## src/hw/rtl/fesp_pkg.sv

```systemverilog
// Shared types, constants and the sector map of the erase sector planner.
package fesp_pkg;

  localparam int unsigned MAP_SLOTS   = 32;
  localparam int unsigned SLOT_W      = $clog2(MAP_SLOTS);
  localparam int unsigned ADDR_W      = 32;
  localparam int unsigned BYTES_W     = 18;
  localparam int unsigned QUEUE_DEPTH = 2;

  localparam logic [BYTES_W-1:0] SZ_16K  = 18'h04000;
  localparam logic [BYTES_W-1:0] SZ_64K  = 18'h10000;
  localparam logic [BYTES_W-1:0] SZ_128K = 18'h20000;

  localparam logic [ADDR_W-1:0] BANK1_BASE = 32'h0800_0000;
  localparam logic [ADDR_W-1:0] BANK2_BASE = 32'h0810_0000;

  typedef enum logic [1:0] {
    STAT_ERASE = 2'd0,
    STAT_EMPTY = 2'd1,
    STAT_ERROR = 2'd2
  } status_t;

  typedef enum logic [1:0] {
    FR_IDLE = 2'd0,
    FR_FIND = 2'd1,
    FR_SPAN = 2'd2,
    FR_PUSH = 2'd3
  } front_state_t;

  typedef struct packed {
    status_t           status;
    logic [SLOT_W-1:0] first;
    logic [SLOT_W-1:0] last;
  } cmd_t;

  // Size of one map slot; slots past the two banks are empty.
  function automatic logic [BYTES_W-1:0] slot_bytes(input logic [SLOT_W-1:0] idx);
    logic [BYTES_W-1:0] sz;
    case (idx)
      5'd0, 5'd1, 5'd2, 5'd3, 5'd12, 5'd13, 5'd14, 5'd15: sz = SZ_16K;
      5'd4, 5'd16: sz = SZ_64K;
      5'd5, 5'd6, 5'd7, 5'd8, 5'd9, 5'd10, 5'd11,
      5'd17, 5'd18, 5'd19, 5'd20, 5'd21, 5'd22, 5'd23: sz = SZ_128K;
      default: sz = '0;
    endcase
    return sz;
  endfunction

  function automatic logic [ADDR_W-1:0] slot_base(input logic [SLOT_W-1:0] idx);
    logic [ADDR_W-1:0] b;
    case (idx)
      5'd0:  b = BANK1_BASE + 32'h0_0000;
      5'd1:  b = BANK1_BASE + 32'h0_4000;
      5'd2:  b = BANK1_BASE + 32'h0_8000;
      5'd3:  b = BANK1_BASE + 32'h0_C000;
      5'd4:  b = BANK1_BASE + 32'h1_0000;
      5'd5:  b = BANK1_BASE + 32'h2_0000;
      5'd6:  b = BANK1_BASE + 32'h4_0000;
      5'd7:  b = BANK1_BASE + 32'h6_0000;
      5'd8:  b = BANK1_BASE + 32'h8_0000;
      5'd9:  b = BANK1_BASE + 32'hA_0000;
      5'd10: b = BANK1_BASE + 32'hC_0000;
      5'd11: b = BANK1_BASE + 32'hE_0000;
      5'd12: b = BANK2_BASE + 32'h0_0000;
      5'd13: b = BANK2_BASE + 32'h0_4000;
      5'd14: b = BANK2_BASE + 32'h0_8000;
      5'd15: b = BANK2_BASE + 32'h0_C000;
      5'd16: b = BANK2_BASE + 32'h1_0000;
      5'd17: b = BANK2_BASE + 32'h2_0000;
      5'd18: b = BANK2_BASE + 32'h4_0000;
      5'd19: b = BANK2_BASE + 32'h6_0000;
      5'd20: b = BANK2_BASE + 32'h8_0000;
      5'd21: b = BANK2_BASE + 32'hA_0000;
      5'd22: b = BANK2_BASE + 32'hC_0000;
      5'd23: b = BANK2_BASE + 32'hE_0000;
      default: b = '0;
    endcase
    return b;
  endfunction

  // One past the last byte of a slot, in 33 bits.
  function automatic logic [ADDR_W:0] slot_end(input logic [SLOT_W-1:0] idx);
    return {1'b0, slot_base(idx)} + {{(ADDR_W + 1 - BYTES_W){1'b0}}, slot_bytes(idx)};
  endfunction

endpackage

```

## src/hw/rtl/fesp_front.sv

```systemverilog
// Request front end: accepts a request and scans the map for its first and last sector.
module fesp_front import fesp_pkg::*; #(
  parameter int unsigned SECTOR_COUNT = 24
) (
  input  logic                clk,
  input  logic                rst,
  input  logic                start,
  output logic                busy,
  input  logic [ADDR_W-1:0]   range_start,
  input  logic [ADDR_W-1:0]   range_length,
  output logic                push,
  output cmd_t                push_cmd,
  input  logic                full
);

  localparam logic [SLOT_W-1:0] LAST_SLOT = SLOT_W'(SECTOR_COUNT - 1);

  front_state_t      state, state_next;
  logic [ADDR_W-1:0] addr, addr_next;
  logic [ADDR_W:0]   span_end, span_end_next;
  logic [SLOT_W-1:0] slot, slot_next;
  logic [SLOT_W-1:0] first, first_next;
  cmd_t              cmd, cmd_next;
  logic [ADDR_W:0]   cur_end;
  logic              holds;
  cmd_t              err_cmd;

  assign cur_end  = slot_end(slot);
  assign holds    = (addr >= slot_base(slot)) && ({1'b0, addr} < cur_end);
  assign err_cmd  = '{status: STAT_ERROR, first: '0, last: '0};
  assign busy     = (state != FR_IDLE);
  assign push     = (state == FR_PUSH) && !full;
  assign push_cmd = cmd;

  always_ff @(posedge clk) begin
    if (rst) begin
      state <= FR_IDLE;
    end else begin
      state <= state_next;
    end
    addr     <= addr_next;
    span_end <= span_end_next;
    slot     <= slot_next;
    first    <= first_next;
    cmd      <= cmd_next;
  end

  always_comb begin
    state_next    = state;
    addr_next     = addr;
    span_end_next = span_end;
    slot_next     = slot;
    first_next    = first;
    cmd_next      = cmd;
    case (state)
      FR_IDLE: begin
        if (start) begin
          addr_next     = range_start;
          span_end_next = {1'b0, range_start} + {1'b0, range_length};
          slot_next     = '0;
          if (range_length == '0) begin
            cmd_next   = '{status: STAT_EMPTY, first: '0, last: '0};
            state_next = FR_PUSH;
          end else begin
            state_next = FR_FIND;
          end
        end
      end
      FR_FIND: begin
        if (holds) begin
          first_next = slot;
          if (cur_end >= span_end) begin
            cmd_next   = '{status: STAT_ERASE, first: slot, last: slot};
            state_next = FR_PUSH;
          end else if (slot == LAST_SLOT) begin
            cmd_next   = err_cmd;
            state_next = FR_PUSH;
          end else begin
            slot_next  = slot + 1'b1;
            state_next = FR_SPAN;
          end
        end else if (slot == LAST_SLOT) begin
          cmd_next   = err_cmd;
          state_next = FR_PUSH;
        end else begin
          slot_next = slot + 1'b1;
        end
      end
      FR_SPAN: begin
        if (cur_end >= span_end) begin
          cmd_next   = '{status: STAT_ERASE, first: first, last: slot};
          state_next = FR_PUSH;
        end else if (slot == LAST_SLOT) begin
          cmd_next   = err_cmd;
          state_next = FR_PUSH;
        end else begin
          slot_next = slot + 1'b1;
        end
      end
      FR_PUSH: begin
        if (!full) begin
          state_next = FR_IDLE;
        end
      end
      default: begin
        state_next = FR_IDLE;
      end
    endcase
  end

endmodule

```

## src/hw/rtl/fesp_queue.sv

```systemverilog
// Short command queue between the front end and the command emitter.
module fesp_queue import fesp_pkg::*; (
  input  logic clk,
  input  logic rst,
  input  logic push,
  input  cmd_t push_cmd,
  output logic full,
  input  logic pop,
  output cmd_t pop_cmd,
  output logic empty
);

  localparam int unsigned PTR_W = $clog2(QUEUE_DEPTH);
  localparam int unsigned CNT_W = $clog2(QUEUE_DEPTH + 1);

  cmd_t             mem [QUEUE_DEPTH];
  logic [PTR_W-1:0] wptr, rptr;
  logic [CNT_W-1:0] count;

  assign full    = (count == CNT_W'(QUEUE_DEPTH));
  assign empty   = (count == '0);
  assign pop_cmd = mem[rptr];

  always_ff @(posedge clk) begin
    if (rst) begin
      wptr  <= '0;
      rptr  <= '0;
      count <= '0;
    end else begin
      if (push) begin
        wptr <= (wptr == PTR_W'(QUEUE_DEPTH - 1)) ? '0 : wptr + 1'b1;
      end
      if (pop) begin
        rptr <= (rptr == PTR_W'(QUEUE_DEPTH - 1)) ? '0 : rptr + 1'b1;
      end
      case ({push, pop})
        2'b10:   count <= count + 1'b1;
        2'b01:   count <= count - 1'b1;
        default: count <= count;
      endcase
    end
  end

  always_ff @(posedge clk) begin
    if (push) begin
      mem[wptr] <= push_cmd;
    end
  end

endmodule

```

## src/hw/rtl/fesp_back.sv

```systemverilog
// Command emitter: walks one queued command and drives one result per cycle.
module fesp_back import fesp_pkg::*; (
  input  logic                clk,
  input  logic                rst,
  input  logic                empty,
  input  cmd_t                pop_cmd,
  output logic                pop,
  output logic                strobe,
  output logic [SLOT_W-1:0]   sector_number,
  output logic [ADDR_W-1:0]   sector_start,
  output logic [BYTES_W-1:0]  sector_bytes,
  output logic [1:0]          status,
  output logic                last_of_run
);

  logic              active;
  logic [SLOT_W-1:0] idx;
  logic [SLOT_W-1:0] last_idx;
  status_t           cur_status;
  logic              at_last;

  assign pop     = !active && !empty;
  assign at_last = (idx == last_idx);

  always_ff @(posedge clk) begin
    if (rst) begin
      active <= 1'b0;
      strobe <= 1'b0;
    end else begin
      strobe <= active;
      if (active) begin
        active <= !at_last;
      end else if (pop) begin
        active <= 1'b1;
      end
    end
  end

  always_ff @(posedge clk) begin
    if (pop) begin
      idx        <= pop_cmd.first;
      last_idx   <= pop_cmd.last;
      cur_status <= pop_cmd.status;
    end else if (active && !at_last) begin
      idx <= idx + 1'b1;
    end
    if (active) begin
      status      <= cur_status;
      last_of_run <= at_last;
      if (cur_status == STAT_ERASE) begin
        sector_number <= idx;
        sector_start  <= slot_base(idx);
        sector_bytes  <= slot_bytes(idx);
      end else begin
        sector_number <= '0;
        sector_start  <= '0;
        sector_bytes  <= '0;
      end
    end
  end

endmodule

```

## src/hw/rtl/flash_erase_sector_planner.sv

```systemverilog
// Top level of the flash erase sector planner.
// A request (range_start, range_length) is taken when start is high and busy is low.
// The front end scans the dual-bank map one sector per cycle, so busy stays high for the
// whole scan of a request, plus while the front end waits on a full command queue.
// Results then leave one per cycle on strobe:
// one erase command per covered sector (up to 24), or a single empty or error result,
// with last_of_run marking the final one. A two-entry command queue lets the next
// request be scanned while the previous one is still being emitted. The receiver
// cannot stall: each result is valid for exactly the one cycle strobe is high.
module flash_erase_sector_planner import fesp_pkg::*; #(
  parameter int unsigned SECTOR_COUNT = 24
) (
  input  logic                clk,
  input  logic                rst,
  input  logic                start,
  output logic                busy,
  input  logic [ADDR_W-1:0]   range_start,
  input  logic [ADDR_W-1:0]   range_length,
  output logic                strobe,
  output logic [SLOT_W-1:0]   sector_number,
  output logic [ADDR_W-1:0]   sector_start,
  output logic [BYTES_W-1:0]  sector_bytes,
  output logic [1:0]          status,
  output logic                last_of_run
);

  logic push, full, pop, empty;
  cmd_t push_cmd, pop_cmd;

  fesp_front #(
    .SECTOR_COUNT(SECTOR_COUNT)
  ) u_front (
    .clk         (clk),
    .rst         (rst),
    .start       (start),
    .busy        (busy),
    .range_start (range_start),
    .range_length(range_length),
    .push        (push),
    .push_cmd    (push_cmd),
    .full        (full)
  );

  fesp_queue u_queue (
    .clk     (clk),
    .rst     (rst),
    .push    (push),
    .push_cmd(push_cmd),
    .full    (full),
    .pop     (pop),
    .pop_cmd (pop_cmd),
    .empty   (empty)
  );

  fesp_back u_back (
    .clk          (clk),
    .rst          (rst),
    .empty        (empty),
    .pop_cmd      (pop_cmd),
    .pop          (pop),
    .strobe       (strobe),
    .sector_number(sector_number),
    .sector_start (sector_start),
    .sector_bytes (sector_bytes),
    .status       (status),
    .last_of_run  (last_of_run)
  );

  // Empty and error results always close their request.
  a_status_closes: assert property (@(posedge clk) disable iff (rst)
    strobe && (status != STAT_ERASE) |-> last_of_run)
    else $error("status result without last_of_run");

  a_status_zero: assert property (@(posedge clk) disable iff (rst)
    strobe && (status != STAT_ERASE) |-> (sector_number == '0) && (sector_bytes == '0))
    else $error("status result carries sector data");

  a_erase_sized: assert property (@(posedge clk) disable iff (rst)
    strobe && (status == STAT_ERASE) |-> (sector_bytes != '0))
    else $error("erase command for an empty slot");

  a_accept_busy: assert property (@(posedge clk) disable iff (rst)
    start && !busy |=> busy)
    else $error("front end did not take the request");

endmodule
```

## config.mk

```make
export PLATFORM = sky130hd
export DESIGN_NAME = flash_erase_sector_planner
export DESIGN_NICKNAME = d
export VERILOG_FILES = /design/src/hw/rtl/fesp_pkg.sv /design/src/hw/rtl/fesp_front.sv /design/src/hw/rtl/fesp_queue.sv /design/src/hw/rtl/fesp_back.sv /design/src/hw/rtl/flash_erase_sector_planner.sv
export SDC_FILE = /design/constraint.sdc
export NUM_CORES = 1
export LEC_CHECK = 0
export BUFFER_PORTS_ARGS = -buffer_cell sky130_fd_sc_hd__buf_2
export CORE_ASPECT_RATIO = 1.1
export CORE_MARGIN = 3
export CORE_UTILIZATION = 35
export DETAILED_ROUTE_END_ITERATION = 6
export PLACE_DENSITY_LB_ADDON = 0.15
export SYNTH_ARGS = -nofsm -noshare
export SYNTH_HDL_FRONTEND = slang
export SYNTH_MEMORY_MAX_BITS = 65536
export SYNTH_SLANG_ARGS = --single-unit
```

## constraint.sdc

```tcl
create_clock -name clk -period 3.6 [get_ports clk]
set_clock_uncertainty 0.05 [all_clocks]
set_input_delay 0.36 -clock clk [delete_from_list [all_inputs] [get_ports clk]]
set_output_delay 0.36 -clock clk [all_outputs]
set_load 0.05 [all_outputs]
```

# Word-level counts from Yosys, hierarchy flattened

Memory sizes are Yosys's and may differ from the RTL's. A register that Yosys moved wholly into a read port is not among the register bits.
Index checks and enable logic that the tools add are counted.
Widths: inputs -> output; s select.

Flip-flop bits (word level): 165
Bits in writable memories: 24
Bits in read-only memories: 960
Input bits: 67
Output and inout port bits: 60
Logic and storage cells: 107
Memories kept: 6

Memories:

| name            | depth | width | rd ports | clocked after memory_dff | write ports | RTL line         | RTL |
|---|---|---|---|---|---|---|---|
| (no name shown) | 32    | 8     | 1        | 1                        | 0           | fesp_pkg.sv:51   | `case (idx)` |
| (no name shown) | 32    | 8     | 1        | 1                        | 0           | fesp_pkg.sv:51   |  |
| (no name shown) | 32    | 8     | 1        | 1                        | 0           | fesp_pkg.sv:51   |  |
| (no name shown) | 32    | 3     | 1        | 1                        | 0           | fesp_pkg.sv:39   | `case (idx)` |
| (no name shown) | 32    | 3     | 1        | 1                        | 0           | fesp_pkg.sv:39   |  |
| u_queue.mem     | 2     | 12    | 1        | 1                        | 1           | fesp_queue.sv:16 | `cmd_t mem [QUEUE_DEPTH];` |

$add $sub $neg: 8
$lt $le $gt $ge: 3
Equality and inequality tests: 11
Muxes and demuxes: 35
Reductions and logical operators: 23

Operators with widths:

| kind                | number |
|---|---|
| $mux 12             | 6 |
| $mux 5              | 9 |
| $pmux 12 s3         | 1 |
| $add 32x18->33      | 1 |
| $add 32x32->33      | 1 |
| $ge 33x33->1        | 1 |
| $lt 32x33->1        | 1 |
| $ge 32x32->1        | 1 |
| $logic_not 32->1    | 1 |
| $pmux 5 s3          | 1 |
| $mux 2              | 7 |
| $add 5x1->5 const B | 2 |
| $mux 1              | 9 |
| $eq 2x2->1 const B  | 4 |
| $pmux 2 s4          | 1 |
| $reduce_and 2->1    | 4 |
| $logic_not 1->1     | 6 |
| $logic_not 2->1     | 3 |
| $reduce_bool 2->1   | 3 |
| $eq 5x5->1          | 1 |
| $eq 5x5->1 const B  | 1 |
| $eq 2x1->1 const B  | 2 |
| $logic_and 1x1->1   | 4 |
| $ne 2x2->1 const B  | 2 |
| 7 further kinds     | 8 |

# Logic depth before layout (Yosys ltp)

Gate-level depths: netlist of the first run.

Depth after elaboration: 6
Depth in mapped cells: 17
Gate-level depth less buffers: 16

# Cells and area by module

From an unflattened synthesis of the first run, not the netlist that was laid out.

Cells, all modules: 820
Area total of the unflattened synthesis: 9,197.6 um^2

By module, submodules not included:

| module     | instances | cells each | area an instance (um^2) | sequential area each (um^2) |
|---|---|---|---|---|
| fesp_front | 1         | 621        | 6,404.9                 | 2,852.7 |
| fesp_back  | 1         | 140        | 1,726.7                 | 940.9 |
| fesp_queue | 1         | 59         | 1,066.0                 | 820.8 |

# Least setup slack after synthesis of the first run

OpenSTA, ideal clock, no wires.

Kind: reg2reg
Start point: reg (tool-made name)
End point: reg (tool-made name)
Setup time: 0.121 ns
Arrival: 3.535 ns
Required time: 3.429 ns
Setup slack: -0.105 ns
Cell stages (with the launch flop): 16
Buffers on the path: 0
Period minus slack after synthesis: 3.705 ns
Path through: dfxtp_1 inv_1 fa_1 or3_1 xnor2_1 inv_1 ha_1 and3_1 nand3_1 and4b_2 o2111ai_1 a41oi_1 o31ai_2 inv_1 ha_1 mux2_2

==> results of run 1 <==
==> worst max-delay path, cell delays in order (launching register included) <==
cell      delay [ns]
dfxtp_2         0.34
inv_2           0.04
fa_2            0.38
or3_4           0.42
xnor2_4         0.21
inv_2           0.06
ha_4            0.22
nand3_2         0.07
nand4_1         0.07
and4b_2         0.38
nand3_4         0.10
a21oi_4         0.16
o21ai_2         0.09
a221oi_4        0.39
buf_6           0.17
a221oi_2        0.04
a211o_2         0.31
==> where the power goes <==
group	internal, mW	switching [mW]
logic	1.11	1.68
registers	2.65	0.332
clock network	0.948	0.889
==> final cells by class <==
| type | instances | area, sq um | share of cell area, % |
|---|---|---|---|
| Inverter | 54 | 203 | 1.84 |
| Multi-Input combinational cell | 595 | 4370 | 39.6 |
| Clock inverter | 15 | 188 | 1.70 |
| Sequential cell | 160 | 4620 | 41.8 |
| Clock buffer | 17 | 425 | 3.85 |
| Tap cell | 346 | 433 | 3.92 |
| Timing Repair Buffer | 133 | 800 | 7.24 |
==> worst max path at each step <==
| stage | cells after the start | endpoint | from |
|---|---|---|---|
| finish | 16 | flop | flop |
| global route | 16 | flop | flop |
| CTS | 14 | flop | flop |
| detailed placement | 15 | flop | flop |
| global placement | 15 | flop | flop |
| floorplan | 16 | flop | flop |
==> state kept, by name (all words and copies together) (netlist names), 5 cells and up, named ones only <==
register	cells
u_back.sector_start	8
u_back.sector_number	5
u_front.span_end	33
u_front.slot	5
u_front.addr	32
u_front.push_cmd	12
u_back.idx	5
u_back.last_idx	5
u_queue.mem	24
u_front.first	5
==> cell usage in the layout (no fill, tap or decap), drive strengths merged, types with 7 or more instances in the layout <==
cell,n
mux2,8
nor2,43
clkbuf,17
ha,73
inv,60
nand3,19
and2,8
nor2b,20
nand2,55
clkinv,8
o21ai,54
nand4,7
edfxtp,141
a22oi,9
buf,133
dfxtp,19
o21a,9
xnor2,30
conb,39
a211oi,9
and3,11
nor3,14
nor4,19
a21o,11
xor2,20
a21oi,50
==> routing by layer <==
metal | share of wire (%) | vias up | GRT usage (%)
met5 | 0 | - | 0
met3 | 2.9 | 29 | 2.14
met2 | 52 | 122 | 26.1
met1 | 43 | 3054 | 17.0
met4 | 2.0 | 0 | 5.14
li1 | - | 3271 | -
==> stage by stage <==
| step | setup TNS, ns | instances | setup slack [ns] |
|---|---|---|---|
| after global routing | -1.25 | 1320 | -0.178 |
| final | -0.0243 | 1320 | -0.0152 |
| after detailed placement | -0.365 | 1280 | -0.106 |
| after CTS | -0.110 | 1315 | -0.0452 |
| after floorplan | 0 | 873 | 0.00172 |
| after global placement | -0.231 | 1280 | -0.0812 |
==> cell families after synthesis <==
logic type	after synthesis	synth area share [%]
simple gates	224	12.6
mux	11	1.30
fa+ha+maj	76	10.5
other cells	1	0.0407
buf+inv	118	6.53
compound gates	195	14.1
flops	160	50.1
xor+xnor	50	4.84
==> what timing repair did <==
action	in CTS	in global routing
pin swaps	7	23
buffers inserted	3	4
gates resized for setup	15	38
gates cloned	0	1
endpoints found under the setup margin	9	22
==> metrics.md, run 1 <==
| Metric | Value |
|---|---|
| Outcome | complete, but fails checks |
| Failing checks | setup timing |
| Initial core utilization | 36.0% |
| Top cells by count, synth | edfxtp_1 (141), ha_1 (73), nand2_1 (55) |
| Count leader, synth | edfxtp_1 |
| Total power | 7.60 mW |
| Standard-cell rows | 61 |
| Setup ws final | -0.0152 ns |
| Hpwl dp | 15500 um |
| Hold EP | u_front.addr[11] |
| Number of synthesized flops with an enable pin | 141 |
| Mapped Avg Cell Area | 11.0 sq um |
| Crit start category | flop |
| Leakage power | 4.35 nW |
| Area Overhead vs Synth | 19.8% |
| WHS | 0.0667 ns |
| Routability cong. | 0.811 |
| CTS clk-pin slew, worst paths | 0.08 ns |
| Post-route ant nets | 0 |
| Synth top area cells | edfxtp_1 (46%), ha_1 (9.9%), dfxtp_1 (4.1%) |
| Share of flip-flops with an asynchronous set or reset | 0% |
| I/O Buffers | 87 |
| DRC | 0 |
| Worst min path class | in2reg |
| Hold-fix buffers, CTS | 0 |
| Post-DR wirelength/cell | 15.3 um |
| Flop and latch count out of synthesis | 160 |
| Endpoints failing setup | 2 |
| Final slew viol count | 0 |
| Post-Synthesis Cell Area | 9210 sq um |
| Max-capacitance violation count | 0 |
| Total CTS buffers | 17 |
| Via density per instance | 4.91 |
| Via count | 6476 |
| Worst vdd rail ir drop | 0.000333 V |
| Critical Path End Type | flop |
| N_diodes | 0 |
| Global-route wire length before repair | 32100 um |
| Critical Path AT | 3.88 ns |
| Ys Warns | 0 |
| Area leader, netlist | edfxtp_1 |
| Initial antenna violation count | 0 |
| Hold Vio Cnt, Final | 0 |
| Top-area cell type share of the netlist area | 46.0% |
| Fin crit share | 100% |
| Mapped Cells | 835 |
| Reg2Reg Depth | 16 |
| Iter 0 DRT Violations | 251 |
| Sequential-to-total area share from yosys stat | 50.1% |
| Hold path start | range_start[11] |
| Die W | 161 um |
| CTS tree | yes |
| TritonRoute pass-1 iters | 4 |
| Final Util | 43.2% |
| Min Tclk post-route | 3.62 ns |
| Largest fanout on the critical path | 4 |
| Root buffer cell | clkbuf_16 |
| Max Freq | 277 MHz |
| Primary FF master, synth | edfxtp_1 |
| I/O pin count | 127 |
| Worst-Skew Late Latency | 0.43 ns |
| Kind of critical path | reg2reg |
| Slew @ Worst Pin | 1.08 ns |
| Vias in the first global route | 6427 |
| Post-route cell area | 11000 sq um |
| Tot GR Track Use | 14.3% |
| Clock sink count | 160 |
| Worst EP required | 3.87 ns |
| Synth cell types | 75 |
| GRT Residual Overflow | 0 |
| Final wirelength | 20200 um |
| Clk buf depth | 2 |
| Flop2flop setup slack | -0.02 ns |
| Nets | 1103 |
| Largest net degree at the start of global routing | 29 |
| Die ar. | 28300 sq um |
| CORE AREA | 25600 sq um |
| H-tree Lvls | 4 |
| Placed Area | 10100 sq um |
| RSZ-0062 raised after global routing | yes |
| Slew HR | 27.5% |
| Chip height | 176 um |
| Cells on Worst Hold Path | 1 |
| Pwr Density | 688 nW/um^2 |
| Fillers | 2460 |
| Layout cells sized above 1 | 24.3% |
Power figures use the tool's default switching activity.
==> run 2, diff against run 1 <==
--- a/config.mk
+++ b/config.mk
@@ -6,10 +6,13 @@
 export NUM_CORES = 1
 export LEC_CHECK = 0
 export BUFFER_PORTS_ARGS = -buffer_cell sky130_fd_sc_hd__buf_2
+export CELL_PAD_IN_SITES_DETAIL_PLACEMENT = 1
+export CELL_PAD_IN_SITES_GLOBAL_PLACEMENT = 2
 export CORE_ASPECT_RATIO = 1.1
 export CORE_MARGIN = 3
-export CORE_UTILIZATION = 35
+export CORE_UTILIZATION = 34
 export DETAILED_ROUTE_END_ITERATION = 6
+export GPL_TIMING_DRIVEN = 0
 export PLACE_DENSITY_LB_ADDON = 0.15
 export SYNTH_ARGS = -nofsm -noshare
 export SYNTH_HDL_FRONTEND = slang
==> run 2 against run 1 <==
Net effect: the run still ends with setup timing left; global-route usage is 1.3 points higher; total power is 1.2% lower; sequential share of layout area is 0.51 points lower; register-to-register slack worse by 0.03 ns; critical path depth stayed put; non-clock buffer count is 34 higher; cell area is 1.2% higher; critical path type unchanged.
==> metrics.md, run 2 (same netlist as run 1, synthesis figures left out) <==
| Metric | Value |
|---|---|
| Commonest non-fill, non-tap cell in the layout | edfxtp_1 |
| Max-capacitance violation count | 0 |
| Hold Vio Cnt, Final | 0 |
| Most frequent cells in the layout | edfxtp_1 (141), buf_2 (86), ha_1 (68) |
| Tot GR Track Use | 15.6% |
| TNS Setup | -0.0668 ns |
| Final wirelength | 22300 um |
| Clk buf depth | 2 |
| Max Freq | 274 MHz |
| Cell Count Post-Placement | 1311 |
| CTS tree | yes |
| Hold-fix buffers, CTS | 0 |
| Worst vdd rail ir drop | 0.000350 V |
| Max reg flops | 33 |
| Most flops, register | u_front.span_end |
| Critical Path AT | 3.96 ns |
| Area Overhead vs Synth | 21.3% |
| Top Registers | u_front.span_end: 33 flops, u_front.addr: 32 flops, u_queue.mem: 24 flops |
| Nets | 1137 |
| Vias in the first global route | 6962 |
| Initial core utilization | 34.9% |
| Pre-CTS setup slack | -0.528 ns |
| Global-route wire length before repair | 35800 um |
| Leakage power | 4.43 nW |
| Via density per instance | 4.86 |
| Layout cells sized above 1 | 24.1% |
| Fin cells | 1360 |
| CP bufs+invs | 4 |
| Clock sink count | 160 |
| RSZ-0062 raised after global routing | yes |
| Fin crit share | 101% |
| GRT Residual Overflow | 0 |
| Min Tclk post-route | 3.65 ns |
| I/O pin count | 127 |
| Final slew viol count | 0 |
| Initial antenna violation count | 0 |
| Endpoints failing setup | 2 |
| Chip height | 179 um |
| Post-route ant nets | 0 |
| N_diodes | 0 |
| H-tree Lvls | 4 |
| Crit start category | flop |
| Kind of critical path | reg2reg |
| Pwr Density | 672 nW/um^2 |
| Crit path top cell by count | inv_2 |
| Worst-Skew Late Latency | 0.42 ns |
| Hold path start | range_start[30] |
| Largest fanout on the critical path | 4 |
| Final Util | 42.4% |
| Hpwl dp | 17300 um |
| Slew @ Worst Pin | 1.03 ns |
| Routability cong. | 0.768 |
| Setup ws final | -0.0482 ns |
| DRC | 0 |
| Root buffer cell | clkbuf_16 |
| Largest net degree at the start of global routing | 66 |
| Via count | 6615 |
| Die ar. | 29100 sq um |
| Total CTS buffers | 17 |
| I/O Buffers | 86 |
| CTS clk-pin slew, worst paths | 0.06 ns |
| Slowest stage delay, CP | 0.38 ns |
| CORE AREA | 26400 sq um |
| Iter 0 DRT Violations | 184 |
| CP cell instances | inv_2 > fa_2 > or3_4 > xnor2_4 > inv_2 > ha_4 > and3_4 > nand3_2 > and4b_2 > a21oi_2 > a2bb2oi_1 > o31ai_4 > buf_6 > buf_4 > a221oi_1 > a211o_2 |
| Failing checks | setup timing |
| Worst min path class | in2reg |
| Die W | 163 um |
| TritonRoute pass-1 iters | 4 |
| Worst EP required | 3.91 ns |
| Post-DR wirelength/cell | 16.4 um |
| CP max stage cell | fa_2 |
| Outcome | complete, but fails checks |
| CP top delay family | compound AO/OA/AOI/OAI gates |
| Critical Path End Type | flop |
| Slew HR | 31.2% |
| Standard-cell rows | 62 |
| Total power | 7.51 mW |
run 2: area by class of cell:
cell class                      count  area [sq um]
Inverter                           54           206
Tap cell                          352           440
Fill cell                        2973         15200
Timing Repair Buffer              103           573
Multi-Input combinational cell    595          4360
Clock inverter                     15           134
Buffer                             64           412
Sequential cell                   160          4620
Clock buffer                       17           425
run 2: worst paths after layout:
| check | to | slack, ns | cells past startpoint |
|---|---|---|---|
| max | flop | -0.05 | 16 |
| min | u_front.addr[30] | 0.08 | 1 |
| max reg2reg | flop | -0.05 | 16 |
| min reg2reg | u_front.first[2] | 0.40 | 0 |
run 2: through the flow:
stage | hold WS (ns) | cell area, sq um
CTS | 0.0559 | 11100
detailed placement | 0.382 | 10300
finish | 0.0787 | 11200
floorplan | 0.374 | 9380
global route | 0.0567 | 11200
global placement | 0.381 | 10300
run 2: timing repair:
action | 4_1_cts | 5_1_grt
pin swaps | 20 | 10
buffers inserted | 13 | 3
resized for setup | 33 | 27
gates cloned | 0 | 1
setup endpoints to repair | 24 | 22
run 2: per-layer routing:
layer | GRT usage (%) | vias to the layer above | wire [um]
met1 | 18.1 | 3172 | 9340
met5 | 0 | - | 0
met4 | 3.88 | 0 | 248
met2 | 29.4 | 98 | 12100
li1 | - | 3329 | -
met3 | 2.74 | 16 | 625
run 2: power breakdown:
part | internal (mW) | total [mW] | switching (mW)
combinational | 1.07 | 2.86 | 1.80
sequential | 2.65 | 2.92 | 0.264
clock | 0.958 | 1.73 | 0.772
total | 4.68 | 7.51 | 2.83
